File: src/hdl/lcg48_pkg.sv
// ---------------------------------------------------------------------------
// LCG48 package
// Constants, command codes and helpers for the 48-bit LCG generator.
// ---------------------------------------------------------------------------
package lcg48_pkg;

    localparam int StateW    = 48;
    localparam int MultW     = 35;
    localparam int ChunkW    = 16;
    localparam int S_TDATA_W = 104;
    localparam int M_TDATA_W = 64;

    localparam logic [MultW-1:0]  LCG_MULT = 35'h5DEECE66D;
    localparam logic [StateW-1:0] LCG_INC  = 48'hB;

    localparam logic [2:0] CMD_RESEED  = 3'd0;
    localparam logic [2:0] CMD_BITS    = 3'd1;
    localparam logic [2:0] CMD_BOUNDED = 3'd2;
    localparam logic [2:0] CMD_LONG    = 3'd3;
    localparam logic [2:0] CMD_DOUBLE  = 3'd4;

    // Top nb bits of the state (nb in 0..32); nb of zero gives zero.
    function automatic logic [31:0] top_bits(input logic [StateW-1:0] s,
                                             input logic [5:0] nb);
        logic [5:0]        shift;
        logic [StateW-1:0] sh;
        shift = 6'd48 - nb;
        sh    = s >> shift;
        return sh[31:0];
    endfunction

endpackage

File: src/hdl/lcg48_random_generator_top.sv
// ---------------------------------------------------------------------------
// LCG48 random generator
// 48-bit linear congruential generator with reseed, bit draw, bounded
// integer, long and double-mantissa commands; one result beat per command.
// ---------------------------------------------------------------------------
// One command at a time. Each state advance uses a 16x35 multiplier three
// times. Reseed, bad bound and unused commands go straight to the output
// step; draw bits takes one state advance, a power-of-two bound one advance
// and a product step, long and double mantissa two. Other bounds run
// a one-bit-per-cycle remainder unit and a check after an advance, repeated
// on each rejected draw. s_tready is high only between commands; a finished
// result waits in the output register while the next command is taken, and
// the last cycle of a command repeats until that register is free.
module lcg48_random_generator_top import lcg48_pkg::*; (
    input  logic                 aclk,
    input  logic                 aresetn,
    input  logic                 s_tvalid,
    output logic                 s_tready,
    // seed_value[63:0], bit_count[69:64], bound[101:70], zero pad
    input  logic [S_TDATA_W-1:0] s_tdata,
    // command[2:0]
    input  logic [2:0]           s_tuser,
    output logic                 m_tvalid,
    input  logic                 m_tready,
    // value[63:0]
    output logic [M_TDATA_W-1:0] m_tdata,
    // error[0]
    output logic [0:0]           m_tuser
);

    localparam logic [2:0] ST_IDLE  = 3'd0;
    localparam logic [2:0] ST_MUL   = 3'd1;
    localparam logic [2:0] ST_POST  = 3'd2;
    localparam logic [2:0] ST_PROD  = 3'd3;
    localparam logic [2:0] ST_DIV   = 3'd4;
    localparam logic [2:0] ST_CHECK = 3'd5;
    localparam logic [2:0] ST_OUT   = 3'd6;

    logic [2:0]        state_reg, state_next;
    logic [2:0]        cmd_reg, cmd_next;
    logic [5:0]        nbits_reg, nbits_next;
    logic [30:0]       bound_reg, bound_next;
    logic              pow2_reg, pow2_next;
    logic              second_reg, second_next;
    logic [1:0]        chunk_reg, chunk_next;
    logic [StateW-1:0] lcg_reg, lcg_next;
    logic [StateW-1:0] acc_reg, acc_next;
    logic [31:0]       hi_reg, hi_next;
    logic [30:0]       draw_reg, draw_next;
    logic [30:0]       rem_reg, rem_next;
    logic [30:0]       dvd_reg, dvd_next;
    logic [4:0]        cnt_reg, cnt_next;
    logic [63:0]       res_value_reg, res_value_next;
    logic              res_err_reg, res_err_next;
    logic              m_valid_reg, m_valid_next;
    logic [63:0]       m_data_reg, m_data_next;
    logic              m_err_reg, m_err_next;

    logic [63:0]       in_seed;
    logic [5:0]        in_nbits;
    logic [31:0]       in_bound;
    logic              in_accept;
    logic [ChunkW-1:0] mul_chunk;
    logic [ChunkW+MultW-1:0] pp;
    logic [StateW-1:0] pp_sh;
    logic [31:0]       d32;
    logic [31:0]       trial;
    logic [61:0]       prod;
    logic [31:0]       chk;

    assign in_seed   = s_tdata[63:0];
    assign in_nbits  = s_tdata[69:64];
    assign in_bound  = s_tdata[101:70];
    assign s_tready  = (state_reg == ST_IDLE);
    assign in_accept = s_tvalid && s_tready;

    assign m_tvalid   = m_valid_reg;
    assign m_tdata    = m_data_reg;
    assign m_tuser[0] = m_err_reg;

    always_comb begin
        unique case (chunk_reg)
            2'd0:    mul_chunk = lcg_reg[15:0];
            2'd1:    mul_chunk = lcg_reg[31:16];
            default: mul_chunk = lcg_reg[47:32];
        endcase
    end

    assign pp = {{MultW{1'b0}}, mul_chunk} * {{ChunkW{1'b0}}, LCG_MULT};

    always_comb begin
        unique case (chunk_reg)
            2'd0:    pp_sh = pp[47:0];
            2'd1:    pp_sh = {pp[31:0], 16'b0};
            default: pp_sh = {pp[15:0], 32'b0};
        endcase
    end

    assign d32   = top_bits(lcg_reg, nbits_reg);
    assign trial = {rem_reg, dvd_reg[30]};
    assign prod  = {31'b0, bound_reg} * {31'b0, draw_reg};
    assign chk   = {1'b0, draw_reg} - {1'b0, rem_reg} + {1'b0, bound_reg} - 32'd1;

    always_comb begin
        state_next     = state_reg;
        cmd_next       = cmd_reg;
        nbits_next     = nbits_reg;
        bound_next     = bound_reg;
        pow2_next      = pow2_reg;
        second_next    = second_reg;
        chunk_next     = chunk_reg;
        lcg_next       = lcg_reg;
        acc_next       = acc_reg;
        hi_next        = hi_reg;
        draw_next      = draw_reg;
        rem_next       = rem_reg;
        dvd_next       = dvd_reg;
        cnt_next       = cnt_reg;
        res_value_next = res_value_reg;
        res_err_next   = res_err_reg;
        m_valid_next   = m_valid_reg;
        m_data_next    = m_data_reg;
        m_err_next     = m_err_reg;

        if (m_valid_reg && m_tready) begin
            m_valid_next = 1'b0;
        end

        unique case (state_reg)
            ST_IDLE: begin
                if (in_accept) begin
                    cmd_next       = s_tuser;
                    res_value_next = '0;
                    res_err_next   = 1'b0;
                    second_next    = 1'b0;
                    acc_next       = LCG_INC;
                    chunk_next     = 2'd0;
                    state_next     = ST_MUL;
                    unique case (s_tuser)
                        CMD_RESEED: begin
                            lcg_next   = in_seed[47:0] ^ {13'b0, LCG_MULT};
                            state_next = ST_OUT;
                        end
                        CMD_BITS: begin
                            nbits_next = (in_nbits > 6'd32) ? 6'd32 : in_nbits;
                        end
                        CMD_BOUNDED: begin
                            nbits_next = 6'd31;
                            bound_next = in_bound[30:0];
                            pow2_next  = ((in_bound & (~in_bound + 32'd1)) == in_bound);
                            if (in_bound == 32'd0 || in_bound[31]) begin
                                res_err_next = 1'b1;
                                state_next   = ST_OUT;
                            end
                        end
                        CMD_LONG: begin
                            nbits_next = 6'd32;
                        end
                        CMD_DOUBLE: begin
                            nbits_next = 6'd26;
                        end
                        default: begin
                            state_next = ST_OUT;
                        end
                    endcase
                end
            end
            ST_MUL: begin
                acc_next = acc_reg + pp_sh;
                if (chunk_reg == 2'd2) begin
                    lcg_next   = acc_reg + pp_sh;
                    state_next = ST_POST;
                end else begin
                    chunk_next = chunk_reg + 2'd1;
                end
            end
            ST_POST: begin
                acc_next   = LCG_INC;
                chunk_next = 2'd0;
                unique case (cmd_reg)
                    CMD_BITS: begin
                        res_value_next = (nbits_reg == 6'd32) ? {{32{d32[31]}}, d32}
                                                              : {32'b0, d32};
                        state_next     = ST_OUT;
                    end
                    CMD_LONG: begin
                        if (!second_reg) begin
                            hi_next     = d32;
                            second_next = 1'b1;
                            state_next  = ST_MUL;
                        end else begin
                            res_value_next = {hi_reg, 32'b0} + {{32{d32[31]}}, d32};
                            state_next     = ST_OUT;
                        end
                    end
                    CMD_DOUBLE: begin
                        if (!second_reg) begin
                            hi_next     = d32;
                            second_next = 1'b1;
                            nbits_next  = 6'd27;
                            state_next  = ST_MUL;
                        end else begin
                            res_value_next = ({32'b0, hi_reg} << 27) + {32'b0, d32};
                            state_next     = ST_OUT;
                        end
                    end
                    CMD_BOUNDED: begin
                        draw_next = d32[30:0];
                        dvd_next  = d32[30:0];
                        rem_next  = '0;
                        cnt_next  = 5'd30;
                        state_next = pow2_reg ? ST_PROD : ST_DIV;
                    end
                    default: begin
                        state_next = ST_OUT;
                    end
                endcase
            end
            ST_PROD: begin
                res_value_next = {33'b0, prod[61:31]};
                state_next     = ST_OUT;
            end
            ST_DIV: begin
                if (trial >= {1'b0, bound_reg}) begin
                    rem_next = 31'(trial - {1'b0, bound_reg});
                end else begin
                    rem_next = trial[30:0];
                end
                dvd_next = {dvd_reg[29:0], 1'b0};
                if (cnt_reg == 5'd0) begin
                    state_next = ST_CHECK;
                end else begin
                    cnt_next = cnt_reg - 5'd1;
                end
            end
            ST_CHECK: begin
                if (chk[31]) begin
                    state_next = ST_MUL;
                end else begin
                    res_value_next = {33'b0, rem_reg};
                    state_next     = ST_OUT;
                end
            end
            ST_OUT: begin
                if (!m_valid_reg || m_tready) begin
                    m_valid_next = 1'b1;
                    m_data_next  = res_value_reg;
                    m_err_next   = res_err_reg;
                    state_next   = ST_IDLE;
                end
            end
            default: begin
                state_next = ST_IDLE;
            end
        endcase
    end

    always_ff @(posedge aclk) begin
        if (!aresetn) begin
            state_reg   <= ST_IDLE;
            m_valid_reg <= 1'b0;
            lcg_reg     <= {13'b0, LCG_MULT};
        end else begin
            state_reg   <= state_next;
            m_valid_reg <= m_valid_next;
            lcg_reg     <= lcg_next;
        end
    end

    always_ff @(posedge aclk) begin
        cmd_reg       <= cmd_next;
        nbits_reg     <= nbits_next;
        bound_reg     <= bound_next;
        pow2_reg      <= pow2_next;
        second_reg    <= second_next;
        chunk_reg     <= chunk_next;
        acc_reg       <= acc_next;
        hi_reg        <= hi_next;
        draw_reg      <= draw_next;
        rem_reg       <= rem_next;
        dvd_reg       <= dvd_next;
        cnt_reg       <= cnt_next;
        res_value_reg <= res_value_next;
        res_err_reg   <= res_err_next;
        m_data_reg    <= m_data_next;
        m_err_reg     <= m_err_next;
    end

endmodule

File: config.mk
export PLATFORM = sky130hd
export DESIGN_NAME = lcg48_random_generator_top
export DESIGN_NICKNAME = d
export VERILOG_FILES = /design/src/hdl/lcg48_pkg.sv /design/src/hdl/lcg48_random_generator_top.sv
export SDC_FILE = /design/constraint.sdc
export NUM_CORES = 2
export LEC_CHECK = 0
export ABC_AREA = 0
export BUFFER_PORTS_ARGS = -buffer_cell sky130_fd_sc_hd__buf_2
export CORE_UTILIZATION = 60
export DETAILED_ROUTE_END_ITERATION = 8
export PLACE_DENSITY = 0.78
export SYNTH_ARGS = -nofsm -noshare
export SYNTH_HDL_FRONTEND = slang
export SYNTH_SLANG_ARGS = --single-unit
File: constraint.sdc
create_clock -name aclk -period 17.9 [get_ports aclk]
set_input_delay 0.895 -clock aclk [delete_from_list [all_inputs] [get_ports aclk]]
set_output_delay 0.895 -clock aclk [all_outputs]
set_load 0.02 [all_outputs]
==> results by group <==
Outcome
  – Outcome: finished, violations left
  – Failing checks: max-capacitance violations, max-slew violations

STA
  – Endpoints failing setup: 0
  – Final Max Slew Viols: 5
  – Final period util: 74.9%
  – Peak Freq: 0.0746 GHz
  – Hold Worst Slack: 0.415 ns
  – Setup TNS: 0 ns
  – Clock skew: 0.0197 ns
  – Final worst path period need: 13.41 ns
  – Setup WS post-layout: 4.49 ns
  – RSZ-0062 raised after global routing: no
  – Slew @ Worst Pin: 1.54 ns
  – Slew HR: -2.72%
  – Final hold vios: 0

Cells and area
  – Register area: 11,600 µm²
  – Area grow syn2layout: 6.07%
  – Footprint of the multi-input gates: 47,800 µm²
  – Net count, final: 8,952
  – Layout cells sized above 1: 6.44%
  – Fillers: 8,846

Synth
  – Mapped Cells: 7,189
  – Synth top area share: 33.3%
  – Post-synth top area cell: fa_1
  – Synth Area in Adders: 44.1%
  – Synthesized area per cell: 9.16 µm²
  – Most used DFF post-synth: edfxtp_1
  – Mux cell area share after synthesis: 2.23%
  – Synthesis-stage register bit count: 404
  – Post-synth ARST share: 0%
  – Post-synthesis compound-gate area fraction: 10.1%
  – Sequential share of the synthesized area: 17.6%
  – Area of the mapped netlist: 65,800 µm²
  – Netlist cell types: 85
  – Synth warnings: 0
  – XOR/XNOR Fraction of Synth Area: 2.89%
  – Post-synth EDFFs: 352
  – Synth Area in Simple Gates: 13.1%
  – Syn_nets: 8,957
  – Largest family of logic cells by synthesized area: adder cells
  – Top post-synthesis cells by area: fa_1, edfxtp_1, ha_1

Die
  – Cell Rows: 121
  – Die footprint: 111,000 µm²
  – Die Span Y: 333 µm
  – Initial Utilization: 60.5%
  – Die Width: 333 µm
  – Ports: 178
  – Core ar.: 109,000 µm²

CTS
  – TritonCTS Buffers: 48
  – Post-CTS setup buffer count: 0
  – CTS max path bufs: 3
  – Worst-Skew Late Latency: 0.66 ns
  – Post-CTS Resized: 0
  – Root Buffer: clkbuf_16
  – TritonCTS clock tree: built
  – CTS Hold Bufs: 0
  – Clk pin slew, worst setup/hold paths: 0.06 ns
  – H-tree levels: 2
  – CTS sink cnt: 404

Setup path
  – CP Class: reg -> reg
  – Worst EP arrival: 13.79 ns
  – Cell family contributing the most delay on the critical path: compound AO/OA/AOI/OAI gates
  – Worst path most repeated cell: inv_1
  – CP Buf/Inv Count: 7
  – CP startpoint kind: flip-flop
  – Slowest stage cell, crit path: a2111oi_0
  – Critical Path RT: 18.28 ns
  – Largest stage delay, worst path: 0.97 ns
  – Worst Setup End Kind: flip-flop
  – Crit Path Max Fanout: 24

GRT
  – Total GRT Usage: 37.1%
  – Grt ovf: 0
  – Pin count of the biggest net entering global routing: 66
  – Vias in the first global route: 54,500
  – First-pass GRT wire length: 314 mm
  – Initial antenna violation count: 14

Placed design
  – Placer Congestion: 0.993
  – Place WS: 4.96 ns
  – Port bufs: 159
  – DP HPWL: 154 mm

Run
  – Max-Cap Viols: 1

Detailed routing
  – Vias/cell: 6.08
  – Remaining routing DRC violations: 0
  – Routed Antenna Nets: 0
  – Total Wirelength: 201 mm
  – WL per Instance: 23.3 µm
  – Via count: 52,500
  – DRT Pass-1 Iters: 7
  – 1st-iter DRT viols: 5,755

Hold path
  – Hold Crit Class: reg -> reg
## worst register-to-register path, delay by kind of cell, from the launching register on
kind | cells | cell delay (ns)
AO/OA/AOI/OAI | 11 | 5.02
adder cells (fa/ha/maj) | 9 | 4.56
AND/OR/NAND/NOR | 4 | 1.49
buffers and inverters | 7 | 1.21
XOR/XNOR | 2 | 0.48
flip-flops | 1 | 0.41
## placed cells by master (no fill, tap or decap), drive strengths merged, types with 19 or more instances in the layout
cell / netlist / layout
buf: 37 / 278
o21a: 33 / 33
fa: 1095 / 1095
a211oi: 50 / 50
and2: 68 / 68
nor2: 470 / 470
xnor2: 133 / 133
dfxtp: 52 / 52
clkbuf: 296 / 58
edfxtp: 352 / 352
a31oi: 38 / 38
o22ai: 23 / 23
nor2b: 41 / 41
xor2: 84 / 84
inv: 1406 / 1412
mux2i: 62 / 62
ha: 562 / 562
clkinv: 1 / 19
and3: 36 / 36
nand3: 72 / 72
nand2b: 40 / 40
a21oi: 306 / 306
a22oi: 35 / 35
nand4: 41 / 41
nor3: 54 / 54
nand2: 1090 / 1090
o21bai: 33 / 33
mux4: 36 / 36
o21ai: 248 / 248
o211ai: 19 / 19
a21o: 129 / 129
or3: 27 / 27
## stage by stage
| stage | util [%] | area (µm²) | std cells |
|---|---|---|---|
| 2_1_floorplan | - | 65800 | 7189 |
| 3_3_place_gp | 62.6 | 68200 | 8548 |
| 3_5_place_dp | 62.6 | 68200 | 8548 |
| 4_1_cts | 64.1 | 69800 | 8636 |
| 5_1_grt | 64.1 | 69800 | 8637 |
| 6_report | 64.1 | 69800 | 8640 |
## cell usage after synthesis, types with 62 or more instances
master,instances
a21o_1,129
a21oi_1,306
and2_1,67
clkbuf_1,296
edfxtp_1,352
fa_1,1095
ha_1,562
inv_1,1399
mux2i_1,62
nand2_1,1090
nand3_1,72
nor2_1,470
o21ai_0,247
xnor2_1,133
xor2_1,84
## cells by family after synthesis
| group | after synthesis |
|---|---|
| multiplexers | 101 |
| AND/OR/NAND/NOR | 2008 |
| AO/OA/AOI/OAI | 1055 |
| adder cells (fa/ha/maj) | 1664 |
| XOR/XNOR | 217 |
| buffers and inverters | 1740 |
| flip-flops | 404 |
## routing by layer
metal  vias to the layer above  GRT usage (%)  wire (µm)
met5                         -              0         80
met4                        12           19.6      13000
met3                       718           8.97      23700
met2                      3082           57.7      89300
met1                     25800           48.4      74800
li1                      22900              -          -
## path summary, 6_finish.rpt
kind / startpoint / depth (start not counted) / slack (ns) / end
setup reg to reg: chunk_reg[0] / 33 / 4.49 / acc_reg[42]
hold reg to reg: res_value_reg[30] / 0 / 0.42 / m_tdata[30]
setup / recovery: chunk_reg[0] / 33 / 4.49 / acc_reg[42]
hold / removal: res_value_reg[30] / 0 / 0.42 / m_tdata[30]
## cell type report
class	count	share of cell area, %
Antenna cell	4	0.0143
Clock buffer	58	1.88
Clock inverter	30	0.455
Inverter	1407	7.56
Tap cell	1414	2.53
Sequential cell	404	16.6
Timing Repair Buffer	278	2.42
Multi-Input combinational cell	5045	68.5
Power is left out: the tool's default activity adds up to more than one toggle a clock period on the data nets, which glitch-free logic cannot reach.
